## config.mk

```make
export PLATFORM = sky130hd
export DESIGN_NAME = multichannel_servo_slew_limiter_flat
export DESIGN_NICKNAME = d
export VERILOG_FILES = /design/src/rtl/msl_pkg.sv /design/src/rtl/msl_if.sv /design/src/rtl/msl_ctrl.sv /design/src/rtl/msl_datapath.sv /design/src/rtl/multichannel_servo_slew_limiter.sv /design/src/flat_wrapper.sv
export SDC_FILE = /design/constraint.sdc
export NUM_CORES = 1
export LEC_CHECK = 0
export BUFFER_PORTS_ARGS = -buffer_cell sky130_fd_sc_hd__buf_2
export CAP_MARGIN = 25
export CORE_ASPECT_RATIO = 1.5
export CORE_MARGIN = 2
export CORE_UTILIZATION = 63
export DETAILED_ROUTE_END_ITERATION = 8
export PLACE_DENSITY_LB_ADDON = 0.3
export SYNTH_ARGS = -nofsm -noshare
export SYNTH_HDL_FRONTEND = slang
export SYNTH_HIERARCHICAL = 1
export SYNTH_SLANG_ARGS = --single-unit
```

## constraint.sdc

```tcl
create_clock -name clk -period 7.5 [get_ports clk]
set_input_delay 1.125 -clock clk [delete_from_list [all_inputs] [get_ports clk]]
set_output_delay 1.125 -clock clk [all_outputs]
set_load 0.1 [all_outputs]
```

## src/rtl/msl_pkg.sv

```systemverilog
// Package: shared types and constants of the servo slew limiter.
`default_nettype none
package msl_pkg;

  localparam int unsigned DUTY_W   = 10;
  localparam int unsigned STEP_W   = 8;
  localparam int unsigned SPAN_W   = 8;
  localparam int unsigned CODE_W   = 8;
  localparam int unsigned RAW_W    = 8;
  localparam int unsigned CHAN_W   = 4;
  localparam int unsigned CFG_IDX_W  = 2;
  localparam int unsigned CFG_DATA_W = 10;

  localparam logic [DUTY_W-1:0] DUTY_MAX   = 10'd1023;
  localparam logic [DUTY_W-1:0] DUTY_RESET = 10'd88;

  localparam logic [STEP_W-1:0] SLEW_STEP_RESET    = 8'd3;
  localparam logic [SPAN_W-1:0] SCALE_SPAN_RESET   = 8'd96;
  localparam logic [DUTY_W-1:0] SCALE_OFFSET_RESET = 10'd40;

  localparam logic [CFG_IDX_W-1:0] CFG_SLEW_STEP    = 2'd0;
  localparam logic [CFG_IDX_W-1:0] CFG_SCALE_SPAN   = 2'd1;
  localparam logic [CFG_IDX_W-1:0] CFG_SCALE_OFFSET = 2'd2;

  localparam logic OP_COMMAND = 1'b0;
  localparam logic OP_TICK    = 1'b1;

  typedef enum logic [1:0] {
    ST_IDLE,
    ST_CMD_MUL,
    ST_CMD_WR,
    ST_TICK
  } msl_state_t;

  typedef struct packed {
    logic capture;
    logic mul;
    logic write;
    logic idx_clear;
    logic tick_load;
  } msl_cmd_t;

  typedef struct packed {
    logic out_free;
    logic idx_last;
  } msl_status_t;

endpackage
`default_nettype wire

```

## src/rtl/msl_if.sv

```systemverilog
// Interfaces: command/tick input channel and duty report channel.
`default_nettype none
interface msl_in_if;
  logic       valid;
  logic       ready;
  logic       op;
  logic [7:0] channel_code;
  logic [7:0] raw_value;

  modport source (output valid, output op, output channel_code, output raw_value, input ready);
  modport sink   (input valid, input op, input channel_code, input raw_value, output ready);
endinterface

interface msl_out_if;
  logic       valid;
  logic       ready;
  logic [3:0] channel;
  logic [9:0] duty;
  logic       last;

  modport source (output valid, output channel, output duty, output last, input ready);
  modport sink   (input valid, input channel, input duty, input last, output ready);
endinterface
`default_nettype wire

```

## src/rtl/msl_ctrl.sv

```systemverilog
// Controller: sequences command scaling and the per-channel tick sweep.
`default_nettype none
module msl_ctrl
  import msl_pkg::*;
(
  input  wire logic        clk,
  input  wire logic        rst_n,
  input  wire logic        in_valid,
  input  wire logic        in_op,
  output logic             in_ready,
  input  wire msl_status_t status,
  output msl_cmd_t         cmd
);

  msl_state_t state_r, state_nxt;

  always_ff @(posedge clk) begin
    if (!rst_n) begin
      state_r <= ST_IDLE;
    end else begin
      state_r <= state_nxt;
    end
  end

  always_comb begin
    state_nxt = state_r;
    unique case (state_r)
      ST_IDLE: begin
        if (in_valid) begin
          state_nxt = (in_op == OP_TICK) ? ST_TICK : ST_CMD_MUL;
        end
      end
      ST_CMD_MUL: state_nxt = ST_CMD_WR;
      ST_CMD_WR:  state_nxt = ST_IDLE;
      ST_TICK: begin
        if (status.out_free && status.idx_last) begin
          state_nxt = ST_IDLE;
        end
      end
      default: state_nxt = ST_IDLE;
    endcase
  end

  always_comb begin
    cmd      = '0;
    in_ready = 1'b0;
    unique case (state_r)
      ST_IDLE: begin
        in_ready      = 1'b1;
        cmd.idx_clear = 1'b1;
        cmd.capture   = in_valid && (in_op == OP_COMMAND);
      end
      ST_CMD_MUL: cmd.mul   = 1'b1;
      ST_CMD_WR:  cmd.write = 1'b1;
      ST_TICK:    cmd.tick_load = status.out_free;
      default: ;
    endcase
  end

endmodule
`default_nettype wire

```

## src/rtl/msl_datapath.sv

```systemverilog
// Datapath: config registers, duty stores, scaler, slew unit, report register.
`default_nettype none
module msl_datapath
  import msl_pkg::*;
#(
  parameter int unsigned NUM_CHANNELS = 10
) (
  input  wire logic                  clk,
  input  wire logic                  rst_n,
  input  wire logic                  cfg_we,
  input  wire logic [CFG_IDX_W-1:0]  cfg_index,
  input  wire logic [CFG_DATA_W-1:0] cfg_wdata,
  input  wire logic [CODE_W-1:0]     in_channel_code,
  input  wire logic [RAW_W-1:0]      in_raw_value,
  input  wire logic                  out_ready,
  output logic                       out_valid,
  output logic [CHAN_W-1:0]          out_channel,
  output logic [DUTY_W-1:0]          out_duty,
  output logic                       out_last,
  input  wire msl_cmd_t              cmd,
  output msl_status_t                status
);

  localparam int unsigned IDX_W = (NUM_CHANNELS > 1) ? $clog2(NUM_CHANNELS) : 1;
  localparam logic [CODE_W-1:0]  RAMP_LIMIT = CODE_W'(NUM_CHANNELS);
  localparam logic [CODE_W-1:0]  JUMP_LIMIT = CODE_W'(2 * NUM_CHANNELS);
  localparam logic [IDX_W-1:0]   IDX_LAST   = IDX_W'(NUM_CHANNELS - 1);

  logic [STEP_W-1:0] slew_step_r;
  logic [SPAN_W-1:0] scale_span_r;
  logic [DUTY_W-1:0] scale_offset_r;

  logic [DUTY_W-1:0] target_r  [NUM_CHANNELS];
  logic [DUTY_W-1:0] current_r [NUM_CHANNELS];

  logic [CODE_W-1:0] code_r;
  logic [RAW_W-1:0]  raw_r;
  logic [15:0]       prod_r;
  logic [IDX_W-1:0]  idx_r;

  logic              out_valid_r;
  logic [CHAN_W-1:0] out_channel_r;
  logic [DUTY_W-1:0] out_duty_r;
  logic              out_last_r;

  // config
  always_ff @(posedge clk) begin
    if (!rst_n) begin
      slew_step_r    <= SLEW_STEP_RESET;
      scale_span_r   <= SCALE_SPAN_RESET;
      scale_offset_r <= SCALE_OFFSET_RESET;
    end else if (cfg_we) begin
      unique case (cfg_index)
        CFG_SLEW_STEP:    slew_step_r    <= cfg_wdata[STEP_W-1:0];
        CFG_SCALE_SPAN:   scale_span_r   <= cfg_wdata[SPAN_W-1:0];
        CFG_SCALE_OFFSET: scale_offset_r <= cfg_wdata;
        default: ;
      endcase
    end
  end

  // scaling: x/255 == (x + (x >> 8) + 1) >> 8 for the 16-bit product x = raw * span
  logic [16:0]       div_sum;
  logic [7:0]        quot;
  logic [DUTY_W:0]   scaled_sum;
  logic [DUTY_W-1:0] scaled;
  logic              is_ramp, is_jump;
  logic [CODE_W-1:0] jump_code;
  logic [IDX_W-1:0]  cmd_idx;

  always_comb begin
    div_sum    = {1'b0, prod_r} + 17'({8'd0, prod_r[15:8]}) + 17'd1;
    quot       = div_sum[15:8];
    scaled_sum = {3'd0, quot} + {1'b0, scale_offset_r};
    scaled     = scaled_sum[DUTY_W] ? DUTY_MAX : scaled_sum[DUTY_W-1:0];
    is_ramp    = code_r < RAMP_LIMIT;
    is_jump    = !is_ramp && (code_r < JUMP_LIMIT);
    jump_code  = code_r - RAMP_LIMIT;
    cmd_idx    = is_ramp ? code_r[IDX_W-1:0] : jump_code[IDX_W-1:0];
  end

  always_ff @(posedge clk) begin
    if (cmd.capture) begin
      code_r <= in_channel_code;
      raw_r  <= in_raw_value;
    end
    if (cmd.mul) begin
      prod_r <= raw_r * scale_span_r;
    end
  end

  // slew of the channel under the sweep index
  logic [DUTY_W-1:0] cur, tgt, diff, slewed;
  logic [DUTY_W-1:0] step_ext;

  always_comb begin
    cur      = current_r[idx_r];
    tgt      = target_r[idx_r];
    step_ext = {2'd0, slew_step_r};
    diff     = (cur < tgt) ? (tgt - cur) : (cur - tgt);
    if (diff > step_ext) begin
      slewed = (cur < tgt) ? (cur + step_ext) : (cur - step_ext);
    end else begin
      slewed = tgt;
    end
  end

  always_ff @(posedge clk) begin
    if (!rst_n) begin
      for (int i = 0; i < NUM_CHANNELS; i++) begin
        target_r[i]  <= DUTY_RESET;
        current_r[i] <= DUTY_RESET;
      end
    end else begin
      if (cmd.write && (is_ramp || is_jump)) begin
        target_r[cmd_idx] <= scaled;
        if (is_jump) begin
          current_r[cmd_idx] <= scaled;
        end
      end
      if (cmd.tick_load) begin
        current_r[idx_r] <= slewed;
      end
    end
  end

  always_ff @(posedge clk) begin
    if (!rst_n) begin
      idx_r <= '0;
    end else if (cmd.idx_clear) begin
      idx_r <= '0;
    end else if (cmd.tick_load && (idx_r != IDX_LAST)) begin
      idx_r <= idx_r + IDX_W'(1);
    end
  end

  // report register
  always_ff @(posedge clk) begin
    if (!rst_n) begin
      out_valid_r <= 1'b0;
    end else if (cmd.tick_load) begin
      out_valid_r <= 1'b1;
    end else if (out_ready) begin
      out_valid_r <= 1'b0;
    end
  end

  always_ff @(posedge clk) begin
    if (cmd.tick_load) begin
      out_channel_r <= CHAN_W'(idx_r);
      out_duty_r    <= slewed;
      out_last_r    <= (idx_r == IDX_LAST);
    end
  end

  assign out_valid       = out_valid_r;
  assign out_channel     = out_channel_r;
  assign out_duty        = out_duty_r;
  assign out_last        = out_last_r;
  assign status.out_free = !out_valid_r || out_ready;
  assign status.idx_last = (idx_r == IDX_LAST);

endmodule
`default_nettype wire

```

## src/rtl/multichannel_servo_slew_limiter.sv

```systemverilog
// A command beat is captured, multiplied, then scaled and stored, and gives no result.
// A tick beat reports NUM_CHANNELS channels, one beat per cycle while out is ready,
// the first loaded once the controller is in its tick state; set by the single shared slew unit.
// Input is taken again in the idle state, after the command's write state or the sweep's last channel.
// Synchronous active-low reset: all duties to 88, registers to 3 / 96 / 40.
// Top level: multichannel servo slew limiter.
`default_nettype none
module multichannel_servo_slew_limiter
  import msl_pkg::*;
#(
  parameter int unsigned NUM_CHANNELS = 10
) (
  input  wire logic                  clk,
  input  wire logic                  rst_n,
  msl_in_if.sink                     in_stream,
  msl_out_if.source                  out_stream,
  input  wire logic                  cfg_we,
  input  wire logic [CFG_IDX_W-1:0]  cfg_index,
  input  wire logic [CFG_DATA_W-1:0] cfg_wdata
);

  msl_cmd_t    cmd;
  msl_status_t status;

  msl_ctrl u_ctrl (
    .clk      (clk),
    .rst_n    (rst_n),
    .in_valid (in_stream.valid),
    .in_op    (in_stream.op),
    .in_ready (in_stream.ready),
    .status   (status),
    .cmd      (cmd)
  );

  msl_datapath #(
    .NUM_CHANNELS (NUM_CHANNELS)
  ) u_datapath (
    .clk             (clk),
    .rst_n           (rst_n),
    .cfg_we          (cfg_we),
    .cfg_index       (cfg_index),
    .cfg_wdata       (cfg_wdata),
    .in_channel_code (in_stream.channel_code),
    .in_raw_value    (in_stream.raw_value),
    .out_ready       (out_stream.ready),
    .out_valid       (out_stream.valid),
    .out_channel     (out_stream.channel),
    .out_duty        (out_stream.duty),
    .out_last        (out_stream.last),
    .cmd             (cmd),
    .status          (status)
  );

endmodule
`default_nettype wire

```

## src/flat_wrapper.sv

```systemverilog
// flat-port wrapper written by rule: the top's interface ports become plain ports
module multichannel_servo_slew_limiter_flat import msl_pkg::*;
#(
  parameter int unsigned NUM_CHANNELS = 10
)
  (clk, rst_n, cfg_we, cfg_index, cfg_wdata, in_stream_valid, in_stream_op, in_stream_channel_code, in_stream_raw_value, in_stream_ready, out_stream_valid, out_stream_channel, out_stream_duty, out_stream_last, out_stream_ready);
  msl_in_if in_stream_i ();
  msl_out_if out_stream_i ();
  input  wire logic clk;
  input  wire logic rst_n;
  input  wire logic cfg_we;
  input  wire logic [CFG_IDX_W-1:0] cfg_index;
  input  wire logic [CFG_DATA_W-1:0] cfg_wdata;
  input wire logic [$bits(in_stream_i.valid)-1:0] in_stream_valid;
  input wire logic [$bits(in_stream_i.op)-1:0] in_stream_op;
  input wire logic [$bits(in_stream_i.channel_code)-1:0] in_stream_channel_code;
  input wire logic [$bits(in_stream_i.raw_value)-1:0] in_stream_raw_value;
  output wire logic [$bits(in_stream_i.ready)-1:0] in_stream_ready;
  output wire logic [$bits(out_stream_i.valid)-1:0] out_stream_valid;
  output wire logic [$bits(out_stream_i.channel)-1:0] out_stream_channel;
  output wire logic [$bits(out_stream_i.duty)-1:0] out_stream_duty;
  output wire logic [$bits(out_stream_i.last)-1:0] out_stream_last;
  input wire logic [$bits(out_stream_i.ready)-1:0] out_stream_ready;
  assign in_stream_i.valid = in_stream_valid;
  assign in_stream_i.op = in_stream_op;
  assign in_stream_i.channel_code = in_stream_channel_code;
  assign in_stream_i.raw_value = in_stream_raw_value;
  assign in_stream_ready = in_stream_i.ready;
  assign out_stream_valid = out_stream_i.valid;
  assign out_stream_channel = out_stream_i.channel;
  assign out_stream_duty = out_stream_i.duty;
  assign out_stream_last = out_stream_i.last;
  assign out_stream_i.ready = out_stream_ready;
  multichannel_servo_slew_limiter #(.NUM_CHANNELS(NUM_CHANNELS)) u_core (.clk(clk), .rst_n(rst_n), .in_stream(in_stream_i), .out_stream(out_stream_i), .cfg_we(cfg_we), .cfg_index(cfg_index), .cfg_wdata(cfg_wdata));
endmodule
```

==> results.sh, run 1 <==
export IMPL_worstPathCellList="buf_12, mux4_2, mux2_2, o21ai_0, inv_1, ha_1, inv_1, fa_1, a21oi_1, o211ai_2, a31o_4, nand3_1, nand2_1, nor2_1, a221o_1, a221oi_1, xnor2_1, ha_1, nand2_1, o31a_1, nor3_4, buf_4, mux2i_4, a21oi_1"
export IMPL_drtPass1Iterations=6
export IMPL_clk_pin_slew_ns=0.06
export IMPL_synth_top_cell_by_area="edfxtp_1"
export IMPL_fin_nets=1987
export IMPL_antenna_found_initial=0
export IMPL_cp_max_fo=45
export IMPL_wl_per_cell_um=25.4
export IMPL_layout_cells_non_filler=2322
export IMPL_crit_slowest_cell="mux2i_4"
export IMPL_synth_top_cells_by_count="edfxtp_1, nor2_1, nand2_1"
export IMPL_final_hold_violation_count=0
export IMPL_dp_worst_setup_slack_ns=0.731
export IMPL_synth_edf_count=367
export IMPL_utilization_pct=69.3
export IMPL_cts_tree="built"
export IMPL_clock_latency_ns=0.56
export IMPL_cp_arrival_ns=7.07
export IMPL_cts_buffer_depth=3
export IMPL_worst_clock_skew_ns=0.0378
export IMPL_drt_iter0_drc=1908
export IMPL_async_reset_ff_share_pct=0
export IMPL_period_needed_ns=6.83
export IMPL_design_core_area_um2=34900
export IMPL_cts_hold_buffers=0
export IMPL_syn_nets=1959
export IMPL_syn_avg_cell_area_um2=12.4
export IMPL_crit_path_end_kind="flop"
export IMPL_synth_seq_cells=404
export IMPL_hold_ws_ns=0.490
export IMPL_die_area_um2=36700
export IMPL_status="finished clean"
export IMPL_seqCellArea_um2=11800
export IMPL_maxCapViolCount=0
export IMPL_crit_path_max_incr_delay_ns=0.72
export IMPL_netlist_instances=1792
export IMPL_port_buffers=50
export IMPL_vias=15093
export IMPL_yosys_warnings=6
export IMPL_start_kind="flop"
export IMPL_grt_pass1_vias=14943
export IMPL_synth_seq_area_share_pct=53.1
export IMPL_path_class="flop to flop"
export IMPL_cts_sinks=404
export IMPL_place_congestion=0.955
export IMPL_synthFlopType="edfxtp_1"
export IMPL_hp_class="flop to flop"
export IMPL_start_util_pct=63.4
export IMPL_drive_above_1_share_pct=14.8
export IMPL_row_count=84
export IMPL_synth_top_area_share_pct=49.8
export IMPL_detail_route_vias_per_cell=6.50
export IMPL_die_h_um=234
export IMPL_grt_first_pass_wirelength_um=88500
export IMPL_root_buffer="clkbuf_16"
export IMPL_die_w_um=157
export IMPL_setup_viol=0
export IMPL_postPlaceCellArea_um2=22900
export IMPL_rrSetupSlack_ns=0.67
export IMPL_diodes=0
export IMPL_synth_cell_types=67
export IMPL_power_mw=5.28
export IMPL_drc=0
export IMPL_multiInputGateArea_um2=9530
export IMPL_io_pins=51
export IMPL_synth_most_common_cell="edfxtp_1"
export IMPL_cts_buffers=39
export IMPL_final_area_um2=24200
export IMPL_drt_total_wl_um=59000
export IMPL_post_cts_resized=0
export IMPL_period_share_pct=91.1
export IMPL_fillCellCount=2486
export IMPL_grt_total_usage_pct=33.1
export IMPL_worst_pin_slew_ns=1.01
export IMPL_ys_top_cells_by_area="edfxtp_1, mux4_2, ha_1, fa_1, nor2_1"
export IMPL_path_buf_inv=4
export IMPL_synth_area_um2=22100
export IMPL_setup_ws_ns=0.666
export IMPL_required_ns=7.73
export IMPL_tns_ns=0
export IMPL_ant_nets=0
export IMPL_placed_cells=2251
export IMPL_syn2layout_area_growth_pct=9.24
export IMPL_slew_headroom_pct=32.2
export IMPL_grt_max_degree=47
export IMPL_grt_overflow=0
export IMPL_hpwl_um=41800
export IMPL_ir_drop_uv=210
export IMPL_power_leakage_nw=9.06
export IMPL_drv_slew=0
export IMPL_p_per_area_nw_per_um2=218
export IMPL_path_delay_family="compound AO/OA/AOI/OAI gates"
export IMPL_h_tree_depth=2
export IMPL_fmax_mhz=146
export IMPL_rsz0062_at_grt="no"
export IMPL_post_cts_setup_buffers=0
[cell type report]
cell class	count	share of cell area [%]
tap	473	2.45
multi-input combinational	1171	39.4
clock buffer	49	4.32
sequential	404	48.7
clock inverter	21	1.04
inverter	118	1.83
timing repair buffer	86	2.28
[layout by cell type (no fill, tap or decap), types with 15 or more instances in the layout]
cell / netlist / layout
nor2b_1: 16 / 16
nor3_1: 22 / 21
inv_1: 118 / 118
dfxtp_1: 37 / 35
and2_1: 51 / 51
buf_2: 18 / 50
edfxtp_1: 367 / 367
fa_1: 40 / 40
buf_4: 2 / 33
o21ai_0: 58 / 58
nor2_1: 199 / 199
ha_1: 93 / 93
nand3_1: 48 / 48
o22ai_1: 54 / 54
mux4_2: 98 / 98
mux2i_1: 46 / 46
clkbuf_16: 0 / 40
nand4_1: 15 / 15
a21oi_1: 86 / 86
xnor2_1: 35 / 35
nand2_1: 159 / 159
xor2_1: 16 / 16
[report_power, final]
group,internal (mW),switching (mW)
Combinational,0.255,0.484
Sequential,2.50,0.0322
Clock,1.17,0.843
Total,3.92,1.36
[routing by layer]
| layer | up-vias | GRT usage (%) | wire [um] |
|---|---|---|---|
| li1 | 6609 | - | - |
| met1 | 7327 | 39.0 | 19500 |
| met2 | 941 | 55.6 | 29500 |
| met3 | 216 | 7.42 | 5800 |
| met4 | 0 | 19.9 | 4210 |
| met5 | - | 0 | 0 |
[worst paths after layout]
| path | to | depth (start not counted) | from |
|---|---|---|---|
| worst min-delay path | u_core/u_datapath/scale_offset_r[5] | 2 | u_core/u_datapath/scale_offset_r[5] |
| worst max-delay path | u_core/u_datapath/current_r[2][6] | 24 | flop |
| worst max register to register | u_core/u_datapath/current_r[2][6] | 24 | flop |
| worst min register to register | u_core/u_datapath/scale_offset_r[5] | 2 | u_core/u_datapath/scale_offset_r[5] |
[cell families after synthesis]
group | count (synthesis) | synth area share, %
compound gates | 271 | 7.40
xor+xnor | 51 | 2.02
fa+ha+maj | 133 | 8.87
buf+inv | 217 | 3.97
flops | 404 | 53.1
mux | 156 | 13.1
simple gates | 560 | 11.5
[flip-flops by register name, indices dropped and copies added, names as in the netlist, named ones only]
name / cells
u_core/u_datapath/current_r: 160
u_core/u_ctrl/state_r: 2
u_core/u_datapath/scale_span_r: 8
u_core/u_datapath/raw_r: 8
u_core/u_datapath/scale_offset_r: 10
u_core/u_datapath/slew_step_r: 8
u_core/u_datapath/out_valid: 1
u_core/u_datapath/out_channel: 4
u_core/u_datapath/target_r: 160
u_core/u_datapath/prod_r: 16
u_core/u_datapath/idx_r: 4
u_core/u_datapath/code_r: 8
u_core/u_datapath/out_last: 1
u_core/u_datapath/out_duty: 10
[worst min-delay path, cell delays in order, from the launching register on]
cell,delay (ns)
dfxtp_1,0.34
mux2i_1,0.07
nand2_1,0.06
No activity file was read; power rests on OpenSTA's default activity.
==> inputs of run 2 (changes only) <==
--- a/config.mk
+++ b/config.mk
@@ -9,7 +9,7 @@
 export CAP_MARGIN = 25
 export CORE_ASPECT_RATIO = 1.5
 export CORE_MARGIN = 2
-export CORE_UTILIZATION = 63
+export CORE_UTILIZATION = 57
 export DETAILED_ROUTE_END_ITERATION = 8
 export PLACE_DENSITY_LB_ADDON = 0.3
 export SYNTH_ARGS = -nofsm -noshare
==> constraint.sdc (replaced) <==
create_clock -name clk -period 6.2 [get_ports clk]
set_input_delay 0.93 -clock clk [delete_from_list [all_inputs] [get_ports clk]]
set_output_delay 0.93 -clock clk [all_outputs]
set_load 0.1 [all_outputs]
==> run 2 against run 1 <==
Against the previous run:
- non-clock buffer count increased by 37
- maximum frequency up 15%
- clock power is 13% higher
- highest routed layer unchanged
- critical path type unchanged
- critical path depth down 2
- power up 21%
- cell area up 1.7%
- setup slack got worse by 0.42 ns
- global-route usage fell by 2.9 points
- flip-flop and latch count unchanged
- core utilization decreased by 5.3 points
- worst hold slack gained 0.015 ns
==> results.sh, run 2 (synthesis results as in run 1) <==
export IMPL_io_pins=51
export IMPL_port_buffers=50
export IMPL_start_kind="flop"
export IMPL_layout_commonest_cell="edfxtp_1"
export IMPL_grt_first_pass_wirelength_um=89100
export IMPL_drv_slew=0
export IMPL_min_path_cells=2
export IMPL_postPlaceCellArea_um2=23200
export IMPL_final_area_um2=24600
export IMPL_clk_pin_slew_ns=0.07
export IMPL_detail_route_vias_per_cell=6.36
export IMPL_whs_endpoint="u_core/u_datapath/scale_offset_r[2]"
export IMPL_status="finished clean"
export IMPL_required_ns=6.47
export IMPL_path_class="flop to flop"
export IMPL_syn2layout_area_growth_pct=11.1
export IMPL_path_delay_family="compound AO/OA/AOI/OAI gates"
export IMPL_cts_buffer_depth=3
export IMPL_maxCapViolCount=0
export IMPL_row_count=88
export IMPL_cts_hold_buffers=0
export IMPL_hold_ws_ns=0.506
export IMPL_wl_per_cell_um=25.2
export IMPL_crit_slowest_cell="mux4_2"
export IMPL_cp_max_fo=17
export IMPL_place_congestion=0.932
export IMPL_diodes=0
export IMPL_drc=0
export IMPL_grt_pass1_vias=15035
export IMPL_cts_sinks=404
export IMPL_worstHoldStart="u_core/u_datapath/scale_offset_r[2]"
export IMPL_die_h_um=245
export IMPL_fin_nets=2024
export IMPL_worstPathCellList="mux4_2, mux4_2, inv_1, ha_1, inv_1, fa_1, a21oi_2, o211ai_2, a31o_4, a31oi_4, a21oi_1, a221o_1, a221oi_1, xnor2_1, ha_1, nand2_1, o31a_1, nor3_4, buf_12, mux2i_4, buf_12, o22ai_1"
export IMPL_antenna_found_initial=0
export IMPL_grt_total_usage_pct=30.2
export IMPL_drive_above_1_share_pct=16.4
export IMPL_path_buf_inv=4
export IMPL_worst_pin_slew_ns=1.10
export IMPL_grt_max_degree=38
export IMPL_final_hold_violation_count=0
export IMPL_cp_arrival_ns=6.22
export IMPL_regToRegEndpoint="u_core/u_datapath/current_r[5][7]"
export IMPL_slew_headroom_pct=26.7
export IMPL_utilization_pct=64.0
export IMPL_vias=15141
export IMPL_fillCellCount=2807
export IMPL_die_w_um=165
export IMPL_fmax_mhz=168
export IMPL_drtPass1Iterations=6
export IMPL_hp_class="flop to flop"
export IMPL_design_core_area_um2=38400
export IMPL_hpwl_um=42600
export IMPL_rrSetupSlack_ns=0.25
export IMPL_period_needed_ns=5.95
export IMPL_worstRegToRegCells=22
export IMPL_clock_latency_ns=0.56
export IMPL_setup_viol=0
export IMPL_cts_tree="built"
export IMPL_rsz0062_at_grt="no"
export IMPL_tns_ns=0
export IMPL_drt_total_wl_um=59900
export IMPL_multiInputGateArea_um2=9540
export IMPL_root_buffer="clkbuf_16"
export IMPL_worst_clock_skew_ns=0.0320
export IMPL_crit_path_max_incr_delay_ns=0.58
export IMPL_drt_iter0_drc=1904
export IMPL_h_tree_depth=2
export IMPL_power_leakage_nw=9.25
export IMPL_seqCellArea_um2=11800
export IMPL_layout_common_cells="edfxtp_1, nor2_1, nand2_1"
export IMPL_ant_nets=0
export IMPL_die_area_um2=40500
export IMPL_crit_path_end_kind="flop"
export IMPL_start_util_pct=57.6
export IMPL_reg_top3="u_core/u_datapath/current_r (160), u_core/u_datapath/target_r (160), u_core/u_datapath/prod_r (16)"
export IMPL_grt_overflow=0
export IMPL_ir_drop_uv=301
export IMPL_p_per_area_nw_per_um2=259
export IMPL_period_share_pct=96.0
export IMPL_cts_buffers=39
## run 2: cell count changes in the layout (fill, tap and decap cells not counted), sizes merged
cell | previous run | this run
clkinvlp | 1 | 0
inv | 122 | 119
clkinv | 11 | 14
clkbuf | 50 | 52
bufinv | 5 | 2
buf | 85 | 122
## run 2: stage by stage
stage / worst slack, ns / power (mW) / instances
detailed placement: 0.0994 / 4.09 / 2295
CTS: 0.0724 / 6.33 / 2363
global route: 0.00733 / 6.56 / 2379
floorplan: 0.0315 / 3.77 / 1792
global placement: 0.139 / 4.06 / 2289
finish: 0.249 / 6.37 / 2379
## run 2: routing by layer
metal	share of wire [%]	up-vias	GRT usage, %
met5	0	-	0
met4	6.7	0	16.3
met3	8.9	199	5.23
met2	50	865	51.6
met1	34	7394	36.3
li1	-	6683	-
## run 2: final cells by class
type                       instances  area share (%)
clock buffer                      51            4.19
clock inverter                    17           0.661
inverter                         118            1.80
multi-input combinational       1171            38.8
sequential                       404            47.8
tap                              495            2.52
timing repair buffer             123            4.20
## run 2: worst max-delay path by stage
stage	end	slack (ns)	cells past startpoint
finish	u_core/u_datapath/current_r[5][7]	0.25	22
global route	u_core/u_datapath/current_r[5][7]	0.007	22
CTS	u_core/u_datapath/current_r[5][5]	0.07	20
detailed placement	u_core/u_datapath/current_r[5][5]	0.1	20
global placement	u_core/u_datapath/current_r[5][5]	0.14	22
floorplan	u_core/u_datapath/current_r[7][9]	0.03	26
## run 2: worst min-delay path, cell delays in order (launching register included)
cell	delay, ns
dfxtp_1	0.33
mux2i_1	0.07
nor2_1	0.07
## run 2: repair_timing
action                                  CTS  global route
setup buffers                             0            14
endpoints found under the setup margin    0           163
resized for setup                         0             7
hold endpoints to repair                  0             0
## run 2: where the power goes
group	total, mW	switching [mW]	internal, mW
clock	2.27	1.01	1.26
sequential	3.07	0.0408	3.03
combinational	1.03	0.615	0.412
==> inputs of run 3 (changes only) <==
--- a/config.mk
+++ b/config.mk
@@ -5,11 +5,12 @@
 export SDC_FILE = /design/constraint.sdc
 export NUM_CORES = 1
 export LEC_CHECK = 0
+export ABC_AREA = 1
 export BUFFER_PORTS_ARGS = -buffer_cell sky130_fd_sc_hd__buf_2
 export CAP_MARGIN = 25
 export CORE_ASPECT_RATIO = 1.5
 export CORE_MARGIN = 2
-export CORE_UTILIZATION = 57
+export CORE_UTILIZATION = 58
 export DETAILED_ROUTE_END_ITERATION = 8
 export PLACE_DENSITY_LB_ADDON = 0.3
 export SYNTH_ARGS = -nofsm -noshare
==> run 3 against run 2 <==
Against the previous run:
- wire length grew 20%
- clock power up 11%
- sequential share of layout area fell by 3.2 points
- worst hold slack got worse by 0.024 ns
- non-clock buffer count decreased by 9
- area after synthesis increased by 8.9%
- setup slack lost 0.018 ns
- flip-flop and latch count stayed put
- final cell count is 39% higher
- clock skew fell by 0.0037 ns
- cell area up 7.2%
- largest power group unchanged
==> results.sh, run 3 <==
export IMPL_status="finished clean"
export IMPL_crit_top_cell="nand2_1"
export IMPL_cts_hold_buffers=0
export IMPL_rrSetupSlack_ns=0.23
export IMPL_synth_top_cell_by_area="edfxtp_1"
export IMPL_fin_nets=2888
export IMPL_root_buffer="clkbuf_16"
export IMPL_drtPass1Iterations=7
export IMPL_detail_route_vias_per_cell=5.94
export IMPL_synth_seq_cells=404
export IMPL_power_leakage_nw=10.9
export IMPL_vias=19647
export IMPL_async_reset_ff_share_pct=0
export IMPL_wl_per_cell_um=21.8
export IMPL_path_class="flop to flop"
export IMPL_use_met2_pct=57.7
export IMPL_final_hold_violation_count=0
export IMPL_synth_cell_types=48
export IMPL_cts_sinks=404
export IMPL_design_core_area_um2=41100
export IMPL_io_pins=51
export IMPL_start_util_pct=58.7
export IMPL_syn2layout_area_growth_pct=9.39
export IMPL_worstRegToRegCells=25
export IMPL_cts_buffer_depth=3
export IMPL_period_share_pct=96.3
export IMPL_antenna_found_initial=0
export IMPL_rsz0062_at_grt="no"
export IMPL_port_buffers=50
export IMPL_die_w_um=170
export IMPL_ys_top_cells_by_area="edfxtp_1, nand2_1, inv_1, ha_1, nand3_1"
export IMPL_synth_seq_area_share_pct=48.8
export IMPL_ir_drop_uv=225
export IMPL_drive_above_1_share_pct=8.76
export IMPL_crit_path_max_incr_delay_ns=0.54
export IMPL_die_h_um=254
export IMPL_grt_pass1_vias=19507
export IMPL_required_ns=6.50
export IMPL_start_kind="flop"
export IMPL_synth_top_area_share_pct=45.7
export IMPL_row_count=91
export IMPL_layout_cells_non_filler=3309
export IMPL_place_congestion=1.03
export IMPL_hp_class="flop to flop"
export IMPL_cp_arrival_ns=6.27
export IMPL_clk_pin_slew_ns=0.06
export IMPL_cp_max_fo=50
export IMPL_layout_common_cells="nand2_1, edfxtp_1, inv_1"
export IMPL_fillCellCount=3363
export IMPL_clock_latency_ns=0.57
export IMPL_layout_commonest_cell="nand2_1"
export IMPL_regToRegEndpoint="u_core/u_datapath/current_r[14][3]"
export IMPL_cts_buffers=41
export IMPL_worst_pin_slew_ns=1.08
export IMPL_hpwl_um=50600
export IMPL_drt_total_wl_um=72000
export IMPL_yosys_warnings=6
export IMPL_grt_first_pass_wirelength_um=109000
export IMPL_synth_top_cells_by_count="nand2_1, edfxtp_1, inv_1"
export IMPL_ant_nets=0
export IMPL_syn_nets=2872
export IMPL_crit_slowest_cell="dfxtp_4"
export IMPL_slew_headroom_pct=27.7
export IMPL_drv_slew=0
export IMPL_synth_most_common_cell="nand2_1"
export IMPL_grt_overflow=0
export IMPL_grt_util_met1_pct=37.4
export IMPL_h_tree_depth=2
export IMPL_grt_total_usage_pct=33.6
export IMPL_grt_max_degree=62
export IMPL_synth_edf_count=367
export IMPL_period_needed_ns=5.97
export IMPL_p_per_area_nw_per_um2=257
export IMPL_diodes=0
export IMPL_worst_clock_skew_ns=0.0283
export IMPL_die_area_um2=43300
export IMPL_fmax_mhz=168
export IMPL_setup_viol=0
export IMPL_setup_worst_path_end="u_core/u_datapath/current_r[14][3]"
export IMPL_drc=0
export IMPL_cts_tree="built"
export IMPL_reg_top3="u_core/u_datapath/current_r (160), u_core/u_datapath/target_r (160), u_core/u_datapath/prod_r (16)"
export IMPL_synthFlopType="edfxtp_1"
export IMPL_syn_avg_cell_area_um2=8.91
export IMPL_tns_ns=0
export IMPL_netlist_instances=2705
export IMPL_busiest_layer="met2"
export IMPL_maxCapViolCount=0
export IMPL_synth_area_um2=24100
export IMPL_grtUsageMet3_pct=5.15
export IMPL_power_mw=6.79
export IMPL_drt_iter0_drc=2227
export IMPL_crit_path_end_kind="flop"
export IMPL_placed_cells=3232
## run 3: cell count changes after synthesis, moves of 32 or more
cell	delta
mux4_2	-98
o21ai_0	+100
nand3_1	+158
nand2_1	+487
a21oi_1	+56
o211ai_1	+83
o22ai_1	-54
inv_1	+243
mux2i_1	+32
and2_1	-42
## run 3: cells by family (layout without fill, tap and decap cells)
group,count (synthesis),count (layout),share of synthesized area (%)
DFF,404,404,48.8
xor gates and xnor gates,46,46,1.67
adders and majority gates,133,133,8.15
and+or+nand+nor,1116,1116,20.1
muxes,78,78,3.24
AOI/OAI and AO/OA,409,409,9.58
buffers and inverters,519,565,8.45
## run 3: how the worst min path moves through the flow
stage	start	endpoint	slack, ns	cells past startpoint
CTS	u_core/u_datapath/scale_offset_r[7]	u_core/u_datapath/scale_offset_r[7]	0.48	2
floorplan	u_core/u_datapath/scale_offset_r[3]	u_core/u_datapath/scale_offset_r[3]	0.45	2
global placement	u_core/u_datapath/scale_offset_r[0]	u_core/u_datapath/scale_offset_r[0]	0.46	2
global route	u_core/u_datapath/scale_offset_r[7]	u_core/u_datapath/scale_offset_r[7]	0.50	2
detailed placement	u_core/u_datapath/scale_offset_r[7]	u_core/u_datapath/scale_offset_r[7]	0.47	2
finish	u_core/u_datapath/scale_offset_r[0]	u_core/u_datapath/scale_offset_r[0]	0.48	2
## run 3: area by class of cell
class	count	area [um2]	area share [%]
clock buffers	47	1090	4.14
clock inverters	26	253	0.958
inverters	378	1420	5.38
multi-input cells	1782	10300	39.1
flip-flops and latches	404	11800	44.6
well taps	558	698	2.65
repair buffers	114	832	3.15
## run 3: layer usage
metal,part of all wire (%),wire (um)
met1,34,24200
met2,49,35300
met4,8.9,6390
met5,0,0
met3,8.5,6160
## run 3: what timing repair did
| item | in CTS | in global routing |
|---|---|---|
| resized for setup | 0 | 2 |
| endpoints found under the setup margin | 0 | 170 |
| buffers inserted | 0 | 2 |
## run 3: critical path, delay by kind of cell (launching register included)
family / cells / cell delay (ns)
multiplexers: 2 / 0.47
buffers and inverters: 4 / 0.73
AND/OR/NAND/NOR: 12 / 2.05
adder cells (fa/ha/maj): 2 / 0.68
flip-flops: 1 / 0.54
XOR/XNOR: 1 / 0.15
AO/OA/AOI/OAI: 4 / 1.03
## run 3: per-stage QoR
| stage | cell area, um2 | setup slack, ns | util [%] | hold WS (ns) |
|---|---|---|---|---|
| floorplan | 24100 | 0.820 | - | 0.448 |
| global placement | 24900 | 0.130 | 60.7 | 0.460 |
| detailed placement | 25000 | 0.117 | 60.8 | 0.471 |
| CTS | 26300 | 0.0790 | 64.1 | 0.481 |
| global route | 26400 | 0.0195 | 64.2 | 0.500 |
| finish | 26400 | 0.231 | 64.2 | 0.482 |
## run 3: power breakdown
group / switching (mW) / total [mW] / internal [mW]
Combinational: 0.839 / 1.19 / 0.356
Sequential: 0.0442 / 3.08 / 3.04
Clock: 1.07 / 2.51 / 1.44
